`src/hdl/array_linked_list_free_list_macros.svh`:
```
// Assertion macros shared by the linked-list block
`ifndef ARRAY_LINKED_LIST_FREE_LIST_MACROS_SVH
`define ARRAY_LINKED_LIST_FREE_LIST_MACROS_SVH
// Implication checked on every rising clock edge outside reset
`define ALL_ASSERT_IMP(label, clk, rst_n, a, c) \
    label: assert property (@(posedge clk) disable iff (!rst_n) (a) |-> (c)) \
        else $error("assertion failed");
// Next-cycle implication checked outside reset
`define ALL_ASSERT_NXT(label, clk, rst_n, a, c) \
    label: assert property (@(posedge clk) disable iff (!rst_n) (a) |=> (c)) \
        else $error("assertion failed");
`endif

```
`src/hdl/all_ram.sv`:
```
// Generic single-port synchronous RAM with registered read
module all_ram #(
    parameter int WIDTH = 8,
    parameter int DEPTH = 256
) (
    input  logic                     clk,
    input  logic                     we,
    input  logic [$clog2(DEPTH)-1:0] addr,
    input  logic [WIDTH-1:0]         wdata,
    output logic [WIDTH-1:0]         rdata
);
    logic [WIDTH-1:0] mem [DEPTH];

    // write or read one entry per cycle
    always_ff @(posedge clk)
    begin
        if (we)
        begin
            mem[addr] <= wdata;
        end
        rdata <= mem[addr];
    end
endmodule

```
`config.mk`:
```
export PLATFORM = sky130hd
export DESIGN_NAME = all_ram
export DESIGN_NICKNAME = d
export VERILOG_FILES = /design/src/hdl/array_linked_list_free_list_macros.svh /design/src/hdl/all_ram.sv
export SDC_FILE = /design/constraint.sdc
export NUM_CORES = 2
export LEC_CHECK = 0
export ABC_AREA = 1
export BUFFER_PORTS_ARGS = -buffer_cell sky130_fd_sc_hd__buf_2
export CAP_MARGIN = 20
export CORE_MARGIN = 2
export CORE_UTILIZATION = 50
export CTS_CLUSTER_SIZE = 12
export DETAILED_ROUTE_END_ITERATION = 6
export GPL_ROUTABILITY_DRIVEN = 1
export PLACE_DENSITY_LB_ADDON = 0.2
export RECOVER_POWER = 100
export SLEW_MARGIN = 20
export SYNTH_ARGS = -nofsm -noshare
export SYNTH_HDL_FRONTEND = slang
export SYNTH_SLANG_ARGS = --single-unit
```
`constraint.sdc`:
```
create_clock -name clk -period 2.3 [get_ports clk]
set_input_delay 0.345 -clock clk [delete_from_list [all_inputs] [get_ports clk]]
set_output_delay 0.345 -clock clk [all_outputs]
set_load 0.05 [all_outputs]
```
# Word level (Yosys, flattened, before mapping)
# Memory sizes are Yosys's and may differ from the RTL's. A register that Yosys moved wholly into a read port is not among the register bits.
# Index checks and enable logic that the tools add are counted.
# classes
shift	0
bitwise	0
n_eq_ne	0
multipliers	0
n_div	0
n_lt_le_gt_ge	0
n_addsub	0
n_mux	2
reduce_logical	0
# ops
cell	n
2-to-1 mux 1 bit	2
# totals
mem_count	1
elab_cells	3
ram_bits	2048
latch_bits	0
ff_bits	0
out_inout_bits	8
rom_bits	0
# mem_list
memory	words	word_bits	read_ports	rd_ports_with_merged_regs	wr	line_no	text
mem	256	8	1	1	1	all_ram.sv:12	logic [WIDTH-1:0] mem [DEPTH];

# Depth between registers and ports, before layout
# depth
depth_word	2
depth_mapped	15

# Least setup slack after synthesis
# No wires, ideal clock.
# synth_timing
kind	in2reg
startpoint	in addr[1]
endpoint	mem mem[234][0], enable pin
setup_slack_ps	115
path_stages	10
required_time_ps	1930
n_path_buf	4
arrival_time_ps	1815
path_cell_list	buf_4 > inv_4 > nor2_8 > buf_4 > buf_4 > inv_2 > nor2_1 > nand2_1 > clkbuf_1 > nor2_1
# synth_rtl
element	line_no	text
from (decl)	all_ram.sv:8	input logic [$clog2(DEPTH)-1:0] addr,
to (decl)	all_ram.sv:12	
# No word-level cell before the write port.

# Final worst setup path
# layout_timing
startpoint	in addr[0]
endpoint	mem mem[51][7], enable pin
# No word-level cell before the write port.

==> impl_metrics.csv <==
group,metric,value,unit
clock_tree,htree_num_levels,4,
synth,syn-num-nets,8039,
global_routing,overflow,0,
final_layout,final_common_cell,"nand2_1",
routing,drtAntennaViolNets,0,
timing,fmax,437,MHz
final_layout,final_cell_mix,"nand2_1 (4770), edfxtp_1 (2048), nor2_1 (358)",
setup_path,path_cells,"buf_8, buf_12, nand2_1, clkbuf_1, nor2_1, nand2_1, dlymetal6s2s_1, nor2_1, clkbuf_2",
routing,routed_via_density,5.36,
timing,finalCritPeriodShare,0.995,
clock_tree,postCtsSetupRepairBufs,0,
clock_tree,clockBufferDepth,3,
global_routing,antenna_found_initial,6,
setup_path,setup.worst_path.class,"input pin to flop",
status,violations,"max-capacitance violations, max-slew violations",
global_routing,grtUsageMet1,0.375,
final_layout,fill_cells,14205,
synth,synth_top_family_by_area,"simple AND/OR/NAND/NOR gates",
global_routing,use_met3,0.0394,
setup_path,cpMaxStageDelayCell,"dlymetal6s2s_1",
setup_path,reg2reg_from,"mem[19][1]",
pwr,leakagePower,39.0,nW
setup_path,critPathTopFamily,"buffers and inverters",
setup_path,endpoint,"mem[51][7]",
global_routing,grt.busiest_layer,"met2",
final_layout,fin_cells,10907,
routing,vias,58440,
synth,ys_ff_latch,2056,
routing,wl_per_cell,21.6,um
setup_path,cpPeakStageDelay,1.05,ns
synth,yosys.area_share.simple,0.238,
min_path,hold_path_class,"input pin to flop",
placement,place_congestion,0.919,
routing,drt_iter0_drc,6344,
synth,seq_area_frac_synth,0.727,
clock_tree,cts-root-buf,"clkbuf_16",
clock_tree,cts.repair.resized,0,
timing,clock_skew,0.0489,ns
synth,yosysWarnings,0,
global_routing,groute.usage.overall,0.271,
clock_tree,cts_hold_buffers,8,
run,maxCapViolations,5,
floorplanning,start_util,0.502,
placement,numPortBuffers,25,
synth,synth_area_per_cell,10.6,sq um
floorplanning,die_h,416,um
timing,worst-slew-pin-transition,2.03,ns
final_layout,drive_gt1_frac,0.0856,
synth,synth_compound_area_frac,0.0113,
timing,slew-limit-headroom,-0.352,
setup_path,crit_start,"addr[0]",
synth,synthAdderAreaFrac,0,
routing,dr.pass1.iters,7,
floorplanning,rows,151,
setup_path,crit_fanout,21,
synth,netlist_instances,8021,
pwr,power,77.7,mW
setup_path,worstRegToRegCells,14,
clock_tree,clock_latency,0.85,ns
timing,rsz0062_at_grt,"false",
timing,final_max_slew_viol_count,223,
final_layout,area_growth,15.1,%
global_routing,use_met2,0.436,
setup_path,r2r_end,"rdata[1]",
timing,setup_violations,0,
placement,dp_cells,10532,
global_routing,grt_pass1_vias,56703,
placement,dpl.hpwl,149000,um
setup_path,reg2reg_slack,0.12,ns
floorplanning,core_region_area,0.169,sq mm
setup_path,cp-end-kind,"flop",
pwr,vdd_drop_max,882,uV
timing,fin_crit,2.29,ns
final_layout,nets,8550,
clock_tree,cts_buffers,208,
synth,synth-xor-area-share,0,
clock_tree,cts.sinks,2056,
final_layout,multi_input_area,0.0212,sq mm
clock_tree,path_clk_slew,0.06,ns
setup_path,cp.depth,9,
setup_path,startpoint_type,"input pin",
pwr,p_per_area,795,mW/mm^2
setup_path,critPathBufInv,5,
synth,synth_mux_area_frac,0,
clock_tree,cts_tree,"done",
status,status,"complete, but fails checks",
floorplanning,die_width,416,um
global_routing,grt_max_degree,82,
setup_path,critical_path_arrival,2.84,ns
routing,drc,0,
final_layout,seqCellArea,0.0617,sq mm
global_routing,grt_pass1_wl,352000,um
routing,drt_wl_total,235000,um
setup_path,required,2.85,ns
synth,syn-cell-area,0.0849,sq mm
floorplanning,die_area,0.173,sq mm
floorplanning,ios,26,
synth,ys_types,18,
min_path,hold_start,"addr[6]",
timing,hold_viol_final,0,
==> synth_stat cells <==
| cell type | instances | area share |
|---|---|---|
| o21ai_0 | 41 | 0.0024 |
| edfxtp_1 | 2048 | 0.72 |
| nor2_8 | 1 | 0.00024 |
| dfxtp_1 | 8 | 0.0019 |
| inv_4 | 2 | 0.00015 |
| nand2_4 | 1 | 0.00013 |
| inv_1 | 31 | 0.0014 |
| inv_2 | 2 | 0.000089 |
| buf_4 | 6 | 0.00053 |
| o21ai_1 | 119 | 0.0070 |
| buf_6 | 7 | 0.00093 |
| a21oi_1 | 32 | 0.0019 |
| nand2_1 | 4770 | 0.21 |
| buf_1 | 52 | 0.0023 |
| nand3_1 | 188 | 0.011 |
| nor2_1 | 361 | 0.016 |
| buf_2 | 182 | 0.011 |
| clkbuf_1 | 170 | 0.0075 |
==> power breakdown <==
part | switching [mW] | internal (mW) | total [mW]
sequential | 0.0790 | 41.3 | 41.4
combinational | 3.69 | 1.47 | 5.16
clock | 14.0 | 17.1 | 31.1
total | 17.8 | 59.9 | 77.7
==> metal layers <==
layer | wire length [um] | share of wire
met5 | 12 | 0.000051
met4 | 8460 | 0.036
met1 | 97000 | 0.41
met3 | 18300 | 0.078
met2 | 111000 | 0.47
==> worst min-delay path by stage <==
stage                             to  cells after the start
after CTS                   rdata[4]                      6
after detailed placement  mem[66][7]                      1
after global routing        rdata[4]                      6
after floorplan            mem[0][0]                      0
final                       rdata[3]                      6
after global placement    mem[66][7]                      1
==> flip-flops by register name, indices dropped and copies added (netlist names) <==
register  flops
mem        2048
rdata         8
==> through the flow <==
| step | hold slack [ns] | TNS (ns) | cell area [sq um] | util | worst slack [ns] |
|---|---|---|---|---|---|
| floorplan | 0.444 | 0 | 84900 | - | 0.115 |
| global placement | 0.725 | -39.68 | 92900 | 0.550 | -0.509 |
| detailed placement | 0.722 | -52.53 | 92900 | 0.550 | -0.517 |
| CTS | 0.167 | 0 | 99100 | 0.586 | 0.144 |
| global route | 0.246 | 0 | 97600 | 0.578 | 0.0242 |
| finish | 0.237 | 0 | 97600 | 0.578 | 0.0124 |
==> worst min-delay path: stages <==
cell     delay (ns)
buf_2          0.17
nand2_1        0.12
buf_4          0.20
nor2_1         0.11
nor2_1         0.04
nand2_1        0.05
==> area by class of cell <==
class	count	area share
Antenna cell	12	0.000308
Tap cell	2218	0.0284
Clock inverter	75	0.00610
Clock buffer	280	0.0566
Sequential cell	2056	0.631
Inverter	35	0.00169
Timing Repair Buffer	718	0.0582
Multi-Input combinational cell	5513	0.217
==> kinds of logic after synthesis <==
group | after synthesis
AOI/OAI and AO/OA | 192
DFF | 2056
buffers and inverters | 452
and+or+nand+nor | 5321
Power figures use the tool's default switching activity.
