===== src/hdl/array_linked_list_free_list_macros.svh =====
// Assertion macros shared by the linked-list block
`ifndef ARRAY_LINKED_LIST_FREE_LIST_MACROS_SVH
`define ARRAY_LINKED_LIST_FREE_LIST_MACROS_SVH
// Implication checked on every rising clock edge outside reset
`define ALL_ASSERT_IMP(label, clk, rst_n, a, c) \
    label: assert property (@(posedge clk) disable iff (!rst_n) (a) |-> (c)) \
        else $error("assertion failed");
// Next-cycle implication checked outside reset
`define ALL_ASSERT_NXT(label, clk, rst_n, a, c) \
    label: assert property (@(posedge clk) disable iff (!rst_n) (a) |=> (c)) \
        else $error("assertion failed");
`endif


===== src/hdl/all_pkg.sv =====
// Package: request and status codes, the default node count and the controller state type of the linked-list block
package all_pkg;
    localparam int NODES_DEF = 256;

    localparam logic [3:0] REQ_INS_FRONT = 4'd0;
    localparam logic [3:0] REQ_INS_REAR  = 4'd1;
    localparam logic [3:0] REQ_RM_FRONT  = 4'd2;
    localparam logic [3:0] REQ_RM_REAR   = 4'd3;
    localparam logic [3:0] REQ_RM_CUR    = 4'd4;
    localparam logic [3:0] REQ_CLEAR     = 4'd5;
    localparam logic [3:0] REQ_SEARCH    = 4'd6;
    localparam logic [3:0] REQ_RETRIEVE  = 4'd7;
    localparam logic [3:0] REQ_PURGE     = 4'd8;

    localparam logic [2:0] ST_OK       = 3'd0;
    localparam logic [2:0] ST_EMPTY    = 3'd1;
    localparam logic [2:0] ST_FULL     = 3'd2;
    localparam logic [2:0] ST_NOTFOUND = 3'd3;
    localparam logic [2:0] ST_NOCUR    = 3'd4;

    typedef enum logic [4:0] {
        S_IDLE,
        S_DISPATCH,
        S_TAKE_RD,      // wait for free-link read
        S_INS_WRITE,
        S_WALK_RD,      // issue link read of walk pointer
        S_WALK_WAIT,    // link data returns
        S_RM_FRONT_RD,
        S_RM_FRONT_WAIT,
        S_RM_CUR_RD,
        S_RM_CUR_WAIT,
        S_SEARCH_RD,
        S_SEARCH_WAIT,
        S_PURGE_REF_RD,
        S_PURGE_REF_WAIT,
        S_PURGE_NXT_RD,
        S_PURGE_NXT_WAIT,
        S_PURGE_ADV_RD,
        S_PURGE_ADV_WAIT,
        S_VIEW_RD,
        S_VIEW_WAIT,
        S_OUT
    } state_t;
endpackage


===== src/hdl/all_ctrl.sv =====
// Sequencer: drives the node store one access at a time for each request, walking the list where needed
`include "array_linked_list_free_list_macros.svh"
module all_ctrl import all_pkg::*; #(
    parameter int NODES = NODES_DEF
) (
    input  logic                     clk,
    input  logic                     rst_n,
    input  logic                     cmp_payload,
    input  logic                     in_valid,
    output logic                     in_ready,
    input  logic [3:0]               req_type,
    input  logic [31:0]              key,
    input  logic [63:0]              payload,
    input  logic [7:0]               position,
    output logic                     out_valid,
    input  logic                     out_ready,
    output logic [2:0]               status,
    output logic [7:0]               found_index,
    output logic                     current_valid,
    output logic [7:0]               current_index,
    output logic [31:0]              current_key,
    output logic [63:0]              current_payload,
    // memory side
    output logic [$clog2(NODES)-1:0] n_addr,
    output logic                     n_we_data,
    output logic                     n_we_link,
    output logic [31:0]              n_wkey,
    output logic [63:0]              n_wpay,
    output logic [$clog2(NODES):0]   n_wlink,
    input  logic [31:0]              n_rkey,
    input  logic [63:0]              n_rpay,
    input  logic [$clog2(NODES):0]   n_rlink,
    output logic [$clog2(NODES)-1:0] f_addr,
    output logic                     f_we,
    output logic [$clog2(NODES):0]   f_wlink,
    input  logic [$clog2(NODES):0]   f_rlink
);
    localparam int AW = $clog2(NODES);
    localparam logic [AW:0] NIL = (AW+1)'(NODES);
    localparam logic [AW:0] LAST = (AW+1)'(NODES - 1);

    state_t state_reg, state_next;
    logic [AW:0] head_reg, head_next, cur_reg, cur_next;
    logic [AW:0] fhead_reg, fhead_next, hw_reg, hw_next;
    logic [AW:0] q_reg, q_next, pre_reg, pre_next, s_reg, s_next;
    logic [AW:0] slot_reg, slot_next;
    logic [3:0]  req_reg, req_next;
    logic [31:0] key_reg, key_next, rkey_reg, rkey_next;
    logic [63:0] pay_reg, pay_next, rpay_reg, rpay_next;
    logic [7:0]  pos_reg, pos_next;
    logic [7:0]  cnt_reg, cnt_next;
    logic [2:0]  st_reg, st_next;
    logic [7:0]  found_reg, found_next;
    logic        clr_reg, clr_next;

    function automatic logic is_slot(input logic [AW:0] s);
        return s < NIL;
    endfunction

    // next state and datapath registers
    always_comb
    begin
        state_next = state_reg;
        head_next = head_reg; cur_next = cur_reg; fhead_next = fhead_reg;
        hw_next = hw_reg; q_next = q_reg; pre_next = pre_reg; s_next = s_reg;
        slot_next = slot_reg; req_next = req_reg; key_next = key_reg;
        pay_next = pay_reg; pos_next = pos_reg; cnt_next = cnt_reg;
        st_next = st_reg; found_next = found_reg; clr_next = clr_reg;
        rkey_next = rkey_reg; rpay_next = rpay_reg;
        unique case (state_reg)
            S_IDLE:
            begin
                if (in_valid)
                begin
                    req_next = req_type; key_next = key; pay_next = payload;
                    pos_next = position; st_next = ST_OK; found_next = '0;
                    cnt_next = '0; clr_next = 1'b0;
                    state_next = S_DISPATCH;
                end
            end
            S_DISPATCH:
            begin
                state_next = S_VIEW_RD;
                unique case (req_reg)
                    REQ_INS_FRONT, REQ_INS_REAR:
                    begin
                        if (is_slot(fhead_reg))
                        begin
                            slot_next = fhead_reg;
                            state_next = S_TAKE_RD;
                        end
                        else if (!is_slot(hw_reg) || hw_reg != LAST)
                        begin
                            slot_next = is_slot(hw_reg) ? hw_reg + 1'b1 : '0;
                            hw_next = is_slot(hw_reg) ? hw_reg + 1'b1 : '0;
                            state_next = S_INS_WRITE;
                        end
                        else
                        begin
                            st_next = ST_FULL;
                        end
                    end
                    REQ_RM_FRONT, REQ_CLEAR:
                    begin
                        clr_next = (req_reg == REQ_CLEAR);
                        if (is_slot(head_reg)) state_next = S_RM_FRONT_RD;
                        else if (req_reg == REQ_RM_FRONT) st_next = ST_EMPTY;
                        else cur_next = NIL;
                    end
                    REQ_RM_REAR:
                    begin
                        if (!is_slot(head_reg)) st_next = ST_EMPTY;
                        else
                        begin
                            pre_next = NIL; q_next = head_reg;
                            state_next = S_WALK_RD;
                        end
                    end
                    REQ_RM_CUR:
                    begin
                        if (!is_slot(head_reg)) st_next = ST_EMPTY;
                        else if (!is_slot(cur_reg)) st_next = ST_NOCUR;
                        else if (cur_reg == head_reg) state_next = S_RM_FRONT_RD;
                        else
                        begin
                            q_next = head_reg;
                            state_next = S_RM_CUR_RD;
                        end
                    end
                    REQ_SEARCH, REQ_RETRIEVE:
                    begin
                        if (!is_slot(head_reg)) st_next = ST_EMPTY;
                        else
                        begin
                            q_next = head_reg;
                            state_next = S_SEARCH_RD;
                        end
                    end
                    REQ_PURGE:
                    begin
                        s_next = head_reg;
                        if (is_slot(head_reg)) state_next = S_PURGE_REF_RD;
                        else cur_next = head_reg;
                    end
                    default: ;
                endcase
            end
            S_TAKE_RD:
            begin
                state_next = S_INS_WRITE;
            end
            S_INS_WRITE:
            begin
                if (req_reg == REQ_INS_FRONT && is_slot(fhead_reg) &&
                    fhead_reg == slot_reg)
                    fhead_next = f_rlink;
                else if (is_slot(fhead_reg) && fhead_reg == slot_reg)
                    fhead_next = f_rlink;
                cur_next = slot_reg;
                if (req_reg == REQ_INS_FRONT || !is_slot(head_reg))
                begin
                    head_next = slot_reg;
                    state_next = S_VIEW_RD;
                end
                else
                begin
                    q_next = head_reg; pre_next = NIL;
                    state_next = S_WALK_RD;
                end
            end
            S_WALK_RD:
            begin
                state_next = S_WALK_WAIT;
            end
            S_WALK_WAIT:
            begin
                if (is_slot(n_rlink))
                begin
                    pre_next = q_reg; q_next = n_rlink;
                    state_next = S_WALK_RD;
                end
                else if (req_reg == REQ_INS_REAR)
                begin
                    state_next = S_VIEW_RD; // link q -> slot written here
                end
                else if (!is_slot(pre_reg))
                begin
                    state_next = S_RM_FRONT_RD;
                end
                else
                begin
                    // pre becomes last, q freed
                    fhead_next = q_reg;
                    cur_next = pre_reg;
                    state_next = S_VIEW_RD;
                end
            end
            S_RM_FRONT_RD:
            begin
                state_next = S_RM_FRONT_WAIT;
            end
            S_RM_FRONT_WAIT:
            begin
                fhead_next = head_reg;
                head_next = n_rlink;
                cur_next = n_rlink;
                if (clr_reg && is_slot(n_rlink)) state_next = S_RM_FRONT_RD;
                else
                begin
                    if (clr_reg) cur_next = NIL;
                    state_next = S_VIEW_RD;
                end
            end
            S_RM_CUR_RD:
            begin
                state_next = S_RM_CUR_WAIT;
            end
            S_RM_CUR_WAIT:
            begin
                if (n_rlink == cur_reg)
                begin
                    pre_next = q_reg; q_next = cur_reg;
                    state_next = S_PURGE_NXT_RD; // reuse unlink path
                    clr_next = 1'b1;
                end
                else if (is_slot(n_rlink))
                begin
                    q_next = n_rlink;
                    state_next = S_RM_CUR_RD;
                end
                else
                begin
                    st_next = ST_NOCUR;
                    state_next = S_VIEW_RD;
                end
            end
            S_SEARCH_RD:
            begin
                state_next = S_SEARCH_WAIT;
            end
            S_SEARCH_WAIT:
            begin
                if ((req_reg == REQ_SEARCH &&
                     (cmp_payload ? n_rpay == pay_reg : n_rkey == key_reg)) ||
                    (req_reg == REQ_RETRIEVE && cnt_reg == pos_reg))
                begin
                    found_next = 8'(q_reg);
                    cur_next = q_reg;
                    state_next = S_VIEW_RD;
                end
                else if (is_slot(n_rlink))
                begin
                    q_next = n_rlink;
                    cnt_next = cnt_reg + 1'b1;
                    state_next = S_SEARCH_RD;
                end
                else
                begin
                    st_next = ST_NOTFOUND;
                    state_next = S_VIEW_RD;
                end
            end
            S_PURGE_REF_RD:
            begin
                state_next = S_PURGE_REF_WAIT;
            end
            S_PURGE_REF_WAIT:
            begin
                rkey_next = n_rkey; rpay_next = n_rpay;
                pre_next = s_reg; q_next = n_rlink;
                if (is_slot(n_rlink)) state_next = S_PURGE_NXT_RD;
                else
                begin
                    cur_next = head_reg;
                    state_next = S_VIEW_RD;
                end
            end
            S_PURGE_NXT_RD:
            begin
                state_next = S_PURGE_NXT_WAIT;
            end
            S_PURGE_NXT_WAIT:
            begin
                if (clr_reg)
                begin
                    // remove-current unlink: pre.link <= q.link, free q
                    fhead_next = q_reg;
                    cur_next = pre_reg;
                    state_next = S_VIEW_RD;
                end
                else if (cmp_payload ? n_rpay == rpay_reg : n_rkey == rkey_reg)
                begin
                    fhead_next = q_reg;
                    q_next = n_rlink;
                    state_next = S_PURGE_ADV_RD;
                end
                else
                begin
                    pre_next = q_reg; q_next = n_rlink;
                    state_next = S_PURGE_ADV_RD;
                end
            end
            S_PURGE_ADV_RD:
            begin
                state_next = S_PURGE_ADV_WAIT;
            end
            S_PURGE_ADV_WAIT:
            begin
                // q_reg is next candidate or null
                if (is_slot(q_reg)) state_next = S_PURGE_NXT_RD;
                else
                begin
                    s_next = n_rlink;
                    if (is_slot(n_rlink)) state_next = S_PURGE_REF_RD;
                    else
                    begin
                        cur_next = head_reg;
                        state_next = S_VIEW_RD;
                    end
                end
            end
            S_VIEW_RD:
            begin
                state_next = S_VIEW_WAIT;
            end
            S_VIEW_WAIT:
            begin
                state_next = S_OUT;
            end
            S_OUT:
            begin
                if (out_ready) state_next = S_IDLE;
            end
            default: state_next = S_IDLE;
        endcase
    end

    // memory addressing and writes
    always_comb
    begin
        n_addr = '0; n_we_data = 1'b0; n_we_link = 1'b0;
        n_wkey = key_reg; n_wpay = pay_reg; n_wlink = NIL;
        f_addr = '0; f_we = 1'b0; f_wlink = fhead_reg;
        unique case (state_reg)
            S_DISPATCH:
            begin
                f_addr = fhead_reg[AW-1:0];
            end
            S_TAKE_RD:
            begin
                f_addr = fhead_reg[AW-1:0];
            end
            S_INS_WRITE:
            begin
                n_addr = slot_reg[AW-1:0];
                n_we_data = 1'b1; n_we_link = 1'b1;
                n_wlink = (req_reg == REQ_INS_FRONT) ? head_reg : NIL;
            end
            S_WALK_RD, S_RM_CUR_RD, S_SEARCH_RD, S_PURGE_NXT_RD:
            begin
                n_addr = q_reg[AW-1:0];
            end
            S_WALK_WAIT:
            begin
                n_addr = q_reg[AW-1:0];
                if (!is_slot(n_rlink) && req_reg == REQ_INS_REAR)
                begin
                    n_addr = q_reg[AW-1:0]; n_we_link = 1'b1; n_wlink = slot_reg;
                end
                else if (!is_slot(n_rlink) && is_slot(pre_reg))
                begin
                    n_addr = pre_reg[AW-1:0]; n_we_link = 1'b1; n_wlink = NIL;
                    f_addr = q_reg[AW-1:0]; f_we = 1'b1;
                end
            end
            S_RM_FRONT_RD:
            begin
                n_addr = head_reg[AW-1:0];
            end
            S_RM_FRONT_WAIT:
            begin
                f_addr = head_reg[AW-1:0]; f_we = 1'b1;
            end
            S_PURGE_REF_RD:
            begin
                n_addr = s_reg[AW-1:0];
            end
            S_PURGE_NXT_WAIT:
            begin
                if (clr_reg || (cmp_payload ? n_rpay == rpay_reg : n_rkey == rkey_reg))
                begin
                    n_addr = pre_reg[AW-1:0]; n_we_link = 1'b1; n_wlink = n_rlink;
                    f_addr = q_reg[AW-1:0]; f_we = 1'b1;
                end
            end
            S_PURGE_ADV_RD:
            begin
                n_addr = s_reg[AW-1:0];
            end
            S_VIEW_RD:
            begin
                n_addr = cur_reg[AW-1:0];
            end
            default: ;
        endcase
    end

    // registers
    always_ff @(posedge clk or negedge rst_n)
    begin
        if (!rst_n)
        begin
            state_reg <= S_IDLE;
            head_reg <= NIL; cur_reg <= NIL; fhead_reg <= NIL; hw_reg <= NIL;
        end
        else
        begin
            state_reg <= state_next;
            head_reg <= head_next; cur_reg <= cur_next;
            fhead_reg <= fhead_next; hw_reg <= hw_next;
        end
    end

    always_ff @(posedge clk)
    begin
        q_reg <= q_next; pre_reg <= pre_next; s_reg <= s_next;
        slot_reg <= slot_next; req_reg <= req_next; key_reg <= key_next;
        pay_reg <= pay_next; pos_reg <= pos_next; cnt_reg <= cnt_next;
        st_reg <= st_next; found_reg <= found_next; clr_reg <= clr_next;
        rkey_reg <= rkey_next; rpay_reg <= rpay_next;
        if (state_reg == S_VIEW_WAIT)
        begin
            current_valid   <= is_slot(cur_reg);
            current_index   <= is_slot(cur_reg) ? 8'(cur_reg) : '0;
            current_key     <= is_slot(cur_reg) ? n_rkey : '0;
            current_payload <= is_slot(cur_reg) ? n_rpay : '0;
            status          <= st_reg;
            found_index     <= (st_reg == ST_OK) ? found_reg : '0;
        end
    end

    // handshake outputs
    always_comb
    begin
        in_ready  = (state_reg == S_IDLE);
        out_valid = (state_reg == S_OUT);
    end

    `ALL_ASSERT_IMP(a_one_side, clk, rst_n, 1'b1, !(in_ready && out_valid))
    `ALL_ASSERT_NXT(a_out_hold, clk, rst_n, out_valid && !out_ready, out_valid)
    `ALL_ASSERT_NXT(a_take, clk, rst_n, in_valid && in_ready, state_reg == S_DISPATCH)
endmodule


===== config.mk =====
export PLATFORM = sky130hd
export DESIGN_NAME = all_ctrl
export DESIGN_NICKNAME = d
export VERILOG_FILES = /design/src/hdl/all_pkg.sv /design/src/hdl/all_ctrl.sv
export VERILOG_INCLUDE_DIRS = /design/src /design/src/hdl
export SDC_FILE = /design/constraint.sdc
export NUM_CORES = 1
export LEC_CHECK = 0
export BUFFER_PORTS_ARGS = -buffer_cell sky130_fd_sc_hd__buf_2
export CAP_MARGIN = 20
export CORE_UTILIZATION = 25
export DETAILED_ROUTE_END_ITERATION = 16
export HOLD_SLACK_MARGIN = 0.12
export PLACE_DENSITY_LB_ADDON = 0.2
export SLEW_MARGIN = 20
export SYNTH_ARGS = -nofsm -noshare
export SYNTH_HDL_FRONTEND = slang
export SYNTH_SLANG_ARGS = --single-unit

===== constraint.sdc =====
create_clock -name clk -period 9.5 [get_ports clk]
set_input_delay 1.425 -clock clk [delete_from_list [all_inputs] [get_ports clk]]
set_output_delay 1.425 -clock clk [all_outputs]
set_load 0.01 [all_outputs]

== Word-level counts from Yosys, hierarchy flattened ==
Index checks and enable logic that the tools add are counted.

* Add/sub/neg operators: 2
* Order comparisons: 7
* Equal/unequal tests: 77
* Mux-type cells: 120
* Bitwise logic cells: 1
* Reduce and logical (&&, ||, !) cells: 49

{| class="wikitable"
|+ Operators with widths
! cell !! count
|-
| $mux 9 || 44
|-
| $eq 64x64->1 || 2
|-
| $mux 5 || 22
|-
| $pmux 5 s21 || 1
|-
| $mux 8 || 10
|-
| $pmux 9 s2 || 4
|-
| $pmux 9 s8 || 1
|-
| $eq 32x32->1 || 2
|-
| $lt 9x9->1 const B || 7
|-
| $pmux 9 s7 || 1
|-
| $pmux 8 s7 || 1
|-
| $pmux 9 s6 || 1
|-
| $eq 5x4->1 const B || 8
|-
| $ne 3x3->1 const B || 13
|-
| $ne 2x2->1 const B || 19
|-
| $mux 3 || 12
|-
| $pmux 9 s4 || 1
|-
| $pmux 8 s2 || 2
|-
| $pmux 8 s4 || 1
|-
| $pmux 5 s6 || 1
|-
| $eq 9x9->1 || 3
|-
| $pmux 9 s3 || 1
|-
| $eq 5x5->1 const B || 5
|-
| $pmux 3 s4 || 2
|-
| other kinds (44) || 92
|}

* Flip-flop bits (word level): 417
* Input bits: 227
* Output and inout bits: 251
* Word-level logic and storage cells: 281

== Logic depth before layout (Yosys ltp) ==
Gate-level depths: netlist of the first run.

* Word-level depth: 7
* Mapped depth: 11
* Mapped depth without buffers: 8

== Worst setup path after synthesis of the first run ==
OpenSTA, ideal clock, no wires.

* Path kind: reg2reg
* Start point: register state_reg[2]
* End point: register current_index[0] (enable)
* Library setup time: 0.593 ns
* Data arrival time: 5.896 ns
* Required time: 8.907 ns
* Slack: 3.011 ns
* Stages on the path, launching flop included: 5
* Path buffers: 1
* Clock period less this slack: 6.489 ns
* Path through: dfrtp_1 > clkbuf_1 > nor2_1 > nand2_1 > nor2_1

* Longest elaborated chain between the ends: 1

{| class="wikitable"
|+ Ends and longest elaborated chain
! what !! line !! text
|-
| from (decl) || all_ctrl.sv:42 || <nowiki>state_t state_reg, state_next;</nowiki>
|-
| from (signal assigned) || all_ctrl.sv:418 || <nowiki>state_reg <= state_next;</nowiki>
|-
| $eq 5x5->1 || all_ctrl.sv:431 || <nowiki>if (state_reg == S_VIEW_WAIT)</nowiki>
|-
| to (signal assigned) || all_ctrl.sv:434 || <nowiki>current_index <= is_slot(cur_reg) ? 8'(cur_reg) : '0;</nowiki>
|-
| to (decl) || all_ctrl.sv:20 || <nowiki>output logic [7:0] current_index,</nowiki>
|}

No other way between the ends.
A chain may end at the register's enable or synchronous reset.

== Worst setup path in the final report of the first run ==
* Start point: input n_rpay[50]
* End point: output n_addr[5]

* Longest elaborated chain between the ends: 5

{| class="wikitable"
|+ Ends and longest elaborated chain
! what !! line !! text
|-
| from (decl) || all_ctrl.sv:31 || <nowiki>input logic [63:0] n_rpay,</nowiki>
|-
| $eq 64x64->1 || all_ctrl.sv:390 || <nowiki>if (clr_reg || (cmp_payload ? n_rpay == rpay_reg : n_rkey == rkey_reg))</nowiki>
|-
| $mux 1 || all_ctrl.sv:390 ||
|-
| $logic_or 1x1->1 || all_ctrl.sv:390 ||
|-
| $mux 8 || all_ctrl.sv:390 ||
|-
| $pmux 8 s7 || all_ctrl.sv:344 || <nowiki>unique case (state_reg)</nowiki>
|-
| to (decl) || all_ctrl.sv:24 || <nowiki>output logic [$clog2(NODES)-1:0] n_addr,</nowiki>
|}

No other way between the ends.

==> key figures, run 1 <==
Routing
  – Final ANT Viol Nets: 0
  – Routed wire per std cell: 23.6 µm
  – Vias per Instance: 4.72
  – DR DRC count: 0
  – WL final: 70600 µm
  – Via count: 14100
  – TritonRoute pass-1 iters: 8
  – Iteration-0 DRC Markers: approximately 1100

Power and ir drop
  – Post-layout power: 6.19 mW
  – Pleak: 9.37 nW
  – Part of the power in registers: between 40% and 50%
  – Clock power frac: 31.1%
  – Internal power: 4.07 mW
  – Maximum vdd drop: 0.000141 V
  – NetSw: 2.11 mW
  – Comb power frac: 24.5%
  – Power per cell area: 253 nW/µm²
  – Sw Share: approximately a third

STA
  – Hold slack: 0.525 ns
  – Worst clock skew: 0.0288 ns
  – RSZ-0062 raised after global routing: false
  – Slew HR: between 20% and 30%
  – Final setup viols: 0
  – Crit share post-route: roughly 62%
  – Endpoints failing hold: 0
  – Min Tclk post-route: ~5.9 ns
  – Post-route setup TNS: 0 ns
  – Maximum clock rate: 170 MHz
  – Final slew viol count: 0
  – Worst slew pin tran: 1.14 ns

Critical path
  – Worst-path cell chain: buf_2 -> xnor2_1 -> nand4_1 -> nor4_1 -> nand4_1 -> nor3_1 -> o31a_2 -> a221o_1 -> buf_2
  – Worst Path Class, Setup: in -> out
  – Reg-to-reg setup timing slack: 5.24 ns
  – Buffers & Inverters on Critical Path: 2
  – Worst endpoint required time: 8.08 ns
  – Crit-path max FO: 26
  – Critical path data arrival time: 4.47 ns
  – Slowest cell on the critical path: nor3_1
  – Family with the most delay on the worst path: simple AND/OR/NAND/NOR gates
  – CP max stage delay: 0.77 ns
  – Crit. End Element: primary output
  – Startpoint type of the worst setup path: input pin

Placement
  – Hpwl dp: 51700 µm
  – # port buffers: 477
  – GP Congestion: slightly below 0.9

Clock network
  – Post-CTS Setup Inserts: 0
  – Bufs on Longest Clock Path: 3
  – Post-CTS sizing: 0
  – Root Driver: clkbuf_16
  – Clock latency on the worst-skew pair: 0.59 ns
  – H-tree depth: 2
  – Clk slew on worst S/H paths: 0.06 ns
  – CTS Buf Count: 51
  – Clk sinks: 417
  – CTS tree: yes
  – Cts hold-fix bufs: 0

Final layout
  – Net count, final: 2154
  – Synthesis-to-layout area growth: 26.6%
  – Ratio of cells with drive above 1 in the final layout: 31.5%
  – # diodes: 0

Status
  – Status: completed

Synthesis
  – Flops & latches, synth: 417
  – Asr flop ratio synth: 9.83%
  – Mapped Avg Cell Area: 13.3 µm²
  – Register area share after synthesis: 63.8%
  – Post-synth cell types: 65
  – Post-synth EDFFs: 376
  – Post-synth top flop: edfxtp_1
  – Net Count, Synth: roughly 1700
  – Post-synthesis cell count: between 1000 and 1500
  – Ys Warns: 0
  – Synthesized cell area: 19300 µm²

Floorplan
  – Total Die Area: 78300 µm²
  – Row cnt: just over 100
  – Core Area: 76200 µm²
  – Starting Density: 25.3%
  – I/O pin count: ~480
  – Die Height: about 280 µm
  – Die span in x: 280 µm

Global routing
  – First-pass GRT wire length: around 100000 µm
  – Remaining global-route overflow: 0
  – Vias in the first global route: 14400
  – Largest net degree at the start of global routing: 67
  – Initial antenna violation count: 4
  – Total Routing Usage GR: 17.5%

Min path
  – Hold Path Class: reg -> reg

Job
  – Max-cap violation count: 0
[cell type report]
class                   instances  area [µm²]
clock inverters                28         293
flip-flops and latches        417       12300
clock buffers                  63        1320
repair buffers                493        2510
multi-input cells             925        6580
inverters                      36         140
well taps                    1030        1290
fillers                      7781       51800
[worst paths after layout]
| kind | cells past startpoint | startpoint | to |
|---|---|---|---|
| setup reg to reg | 7 | state_reg[0] | f_wlink[4] |
| max in group asynchronous | 2 | rst_n | hw_reg[5] |
| hold reg to reg | 0 | st_reg[0] | status[0] |
| hold / removal | 0 | st_reg[0] | status[0] |
| setup / recovery | 9 | n_rpay[50] | n_addr[5] |
| min in group asynchronous | 2 | rst_n | head_reg[0] |
[stage by stage]
step / util, % / instances / area, µm² / worst slack, ns
4_1_cts: 32.1 / 2992 / 24400 / 3.04
2_1_floorplan: - / 1452 / 19300 / 3.01
6_report: 32.1 / 2992 / 24500 / 3.60
3_5_place_dp: 30.0 / 2901 / 22800 / 3.06
5_1_grt: 32.1 / 2992 / 24500 / 3.35
3_3_place_gp: 30.0 / 2901 / 22800 / 3.11
[power groups by stage]
stage | Clock (mW) | Combinational, mW | Sequential, mW
after floorplan | 0 | 0.946 | 2.62
after global placement | 0 | 1.52 | 2.78
after detailed placement | 0 | 1.53 | 2.78
after CTS | 1.99 | 1.54 | 2.74
after global routing | 2.06 | 1.65 | 2.77
final | 1.92 | 1.52 | 2.75
[synthesized netlist by cell type (all sizes together), types with 9 or more instances]
library cell	instances	share of area [%]
edfxtp	376	58
mux2i	18	0.93
a222oi	24	1.2
and3	14	0.45
xor2	143	6.5
clkbuf	65	1.3
a221o	17	0.88
buf	9	0.37
nor2	57	1.1
a22o	16	0.73
o21ai	42	1.1
and2	11	0.36
a21oi	24	0.62
a221oi	11	0.50
nor2b	121	3.9
xnor2	77	3.5
nor4	43	1.5
a21o	12	0.47
a22oi	20	0.78
mux2	29	1.7
nand4	24	0.78
nand2	75	1.5
nor3	28	0.75
nand3	25	0.65
inv	35	0.68
dfrtp	37	4.8
[cells by family (layout without fill, tap and decap cells)]
| logic type | Yosys count | count (layout) | synth area share, % |
|---|---|---|---|
| AO/OA/AOI/OAI | 229 | 229 | 9.01 |
| buffers and inverters | 110 | 620 | 2.34 |
| flip-flops | 417 | 417 | 63.8 |
| XOR/XNOR | 220 | 220 | 9.98 |
| multiplexers | 47 | 47 | 2.62 |
| adder cells (fa/ha/maj) | 3 | 3 | 0.194 |
| AND/OR/NAND/NOR | 426 | 426 | 12.0 |
[worst reg2reg max path, stage by stage, from the launching register on]
cell and delay [ns]:
dfrtp_1 0.80, and3b_1 0.63, nand3_1 0.28, nand2_1 0.78, nor2_1 0.43, a21oi_1 0.25
o41a_1 0.55, mux2_2 0.41
[placed cells by master, fill, tap and decap left out, types with 14 or more instances in the layout]
cell       instances
a22o_1            16
a222oi_1          24
a22oi_1           20
nand3_1           25
nand4_1           24
o21ai_0           41
a221o_1           17
mux2i_1           18
buf_4             16
nor2_1            55
nor3_1            27
nor4_1            42
a21oi_1           24
xor2_1           143
and3_1            14
xnor2_1           77
inv_1             34
dfrtp_1           37
nor2b_1          120
clkbuf_16         51
buf_2            477
mux2_2            29
edfxtp_1         376
nand2_1           75
[per-layer routing]
layer | vias to the layer above | track usage, % | wire, µm
li1 | 6407 | - | -
met2 | 584 | 30.8 | 35900
met1 | 7006 | 21.4 | 28500
met4 | 8 | 5.27 | 1890
met3 | 115 | 3.37 | 4360
met5 | - | 0 | 65
Power figures use the tool's default switching activity.
==> run 2, diff against run 1 <==
Clock period 9.5 ns to 5.3 ns, I/O delays scaled along.
==> run 2 against run 1 <==
Sequential power rose by 77%. Final cell count rose by 0.47%. Routed wire length grew 0.51%. Register-to-register slack lost 3.7 ns. Power rose by 82%. Sequential share of layout area fell by 0.41 points. Via count rose by 0.24%. Clock power is 86% higher. Die area stayed put. Cell area increased by 0.82%. Clock skew grew 0.0020 ns. Critical path type is now reg -> out.
==> key figures, run 2 (synthesis results as in run 1) <==
Placement
  – Placed inst area: around 23000 µm²
  – Hpwl dp: between 50000 and 60000 µm
  – GP Congestion: ~0.89
  – Place WS: roughly 1.0 ns
  – # port buffers: 477
  – Placed cell count: 2911

Power and ir drop
  – Power per cell area: about 460 nW/µm²
  – Pleak: around 9.5 nW
  – Part of the power in registers: a little over two fifths
  – Sw Share: 33.6%
  – Clock power frac: 31.8%
  – NetSw: roughly 3.8 mW
  – Comb power frac: 24.8%
  – Internal power: 7.47 mW
  – Post-layout power: approximately 11 mW
  – Maximum vdd drop: about 0.00022 V

STA
  – Hold slack: roughly 0.32 ns
  – Endpoints failing hold: 0
  – Final slew viol count: 0
  – Min Tclk post-route: 4.47 ns
  – Maximum clock rate: 224 MHz
  – Crit share post-route: approximately 84%
  – Final setup viols: 0
  – Worst clock skew: 0.0309 ns
  – Post-route setup TNS: 0 ns
  – Slew HR: 22.7%
  – Fin worst setup slack: 0.830 ns
  – RSZ-0062 raised after global routing: false
  – Worst slew pin tran: 1.16 ns

Routing
  – Via count: 14200
  – DR DRC count: 0
  – Routed wire per std cell: 23.6 µm
  – TritonRoute pass-1 iters: 6
  – WL final: slightly above 70000 µm
  – Final ANT Viol Nets: 0
  – Vias per Instance: 4.71
  – Iteration-0 DRC Markers: around 1000

Status
  – Status: completed

Final layout
  – Fin cells: approximately 3000
  – Synthesis-to-layout area growth: 27.7%
  – Most frequent cells in the layout: buf_2 (477), edfxtp_1 (376), xor2_1 (143), nor2b_1 (121), xnor2_1 (77)
  – Net count, final: between 2000 and 2500
  – Fin area: 24700 µm²
  – Layout Utilization: approximately a third
  – Most common cell after layout, fill and taps aside: buf_2
  – Ratio of cells with drive above 1 in the final layout: between 30% and 40%

Global routing
  – Largest net degree at the start of global routing: 68
  – Total Routing Usage GR: 17.6%
  – Initial antenna violation count: 7
  – Remaining global-route overflow: 0
  – Vias in the first global route: between 10000 and 15000
  – First-pass GRT wire length: 101000 µm

Clock network
  – Clk sinks: between 400 and 500
  – Post-CTS Setup Inserts: 0
  – Post-CTS sizing: 0
  – Cts hold-fix bufs: 0
  – CTS Buf Count: 52
  – Clock latency on the worst-skew pair: around 0.59 ns
  – Root Driver: clkbuf_16
  – Clk slew on worst S/H paths: ~0.060 ns
  – CTS tree: yes
  – Bufs on Longest Clock Path: 3
  – H-tree depth: 2

Critical path
  – Critical path data arrival time: 3.67 ns
  – Crit-path max FO: 19
  – Startpoint type of the worst setup path: flop
  – Worst r2r src: req_reg[3]
  – CP startpoint: state_reg[3]
  – Crit. End Element: primary output
  – Worst Path Class, Setup: reg -> out
  – Worst endpoint required time: 4.51 ns

Min path
  – Hold Path Class: in -> async

Floorplan
  – Core Area: 76200 µm²
  – Starting Density: 25.3%
  – I/O pin count: 478
  – Die Height: 280 µm
  – Row cnt: 101
  – Total Die Area: 78300 µm²
  – Die span in x: between 200 and 300 µm

Job
  – Max-cap violation count: 0
## run 2: cell count changes in the layout (fill, tap and decap cells not counted), sizes merged
cell	change
buf	+10
clkinv	-2
diode	+1
clkbuf	+2
bufinv	+2
inv	+2
clkinvlp	-1
## run 2: path summary, 6_finish.rpt
path | cells past startpoint | slack, ns | endpoint
worst max register to register | 7 | 1.56 | cur_reg[6]
worst max-delay path | 7 | 0.83 | n_addr[0]
worst min-delay path | 2 | 0.32 | head_reg[6]
max in group asynchronous | 2 | 4.52 | hw_reg[4]
worst min register to register | 0 | 0.49 | status[1]
min in group clk | 1 | 0.37 | n_wpay[15]
## run 2: cell type report
type / instances / area [µm²]
multi-input cells: 925 / 6570
inverters: 36 / 140
clock buffers: 65 / 1360
repair buffers: 503 / 2630
diodes: 1 / 2.50
flip-flops and latches: 417 / 12300
clock inverters: 29 / 335
well taps: 1030 / 1290
fillers: 7744 / 51600
## run 2: power by group through the flow
stage	combinational [mW]	clock, mW	sequential (mW)
6_report	2.79	3.58	4.88
5_1_grt	3.04	3.80	4.93
4_1_cts	2.81	3.70	4.88
3_5_place_dp	2.80	0	4.94
3_3_place_gp	2.79	0	4.95
2_1_floorplan	1.70	0	4.68
## run 2: layer usage
layer  part of all wire, %  global-route usage, %
met3                   5.7                   3.26
met2                    50                   30.9
met1                    41                   21.7
met4                   3.1                   5.74
met5                 0.070                      0
## run 2: critical path, stage by stage, from the launching register on
cell      delay (ns)
dfrtp_1         0.75
nor2_1          0.34
nand2_1         0.25
clkinv_1        0.59
a222oi_1        0.57
nand2_1         0.15
a221o_1         0.28
buf_2           0.14
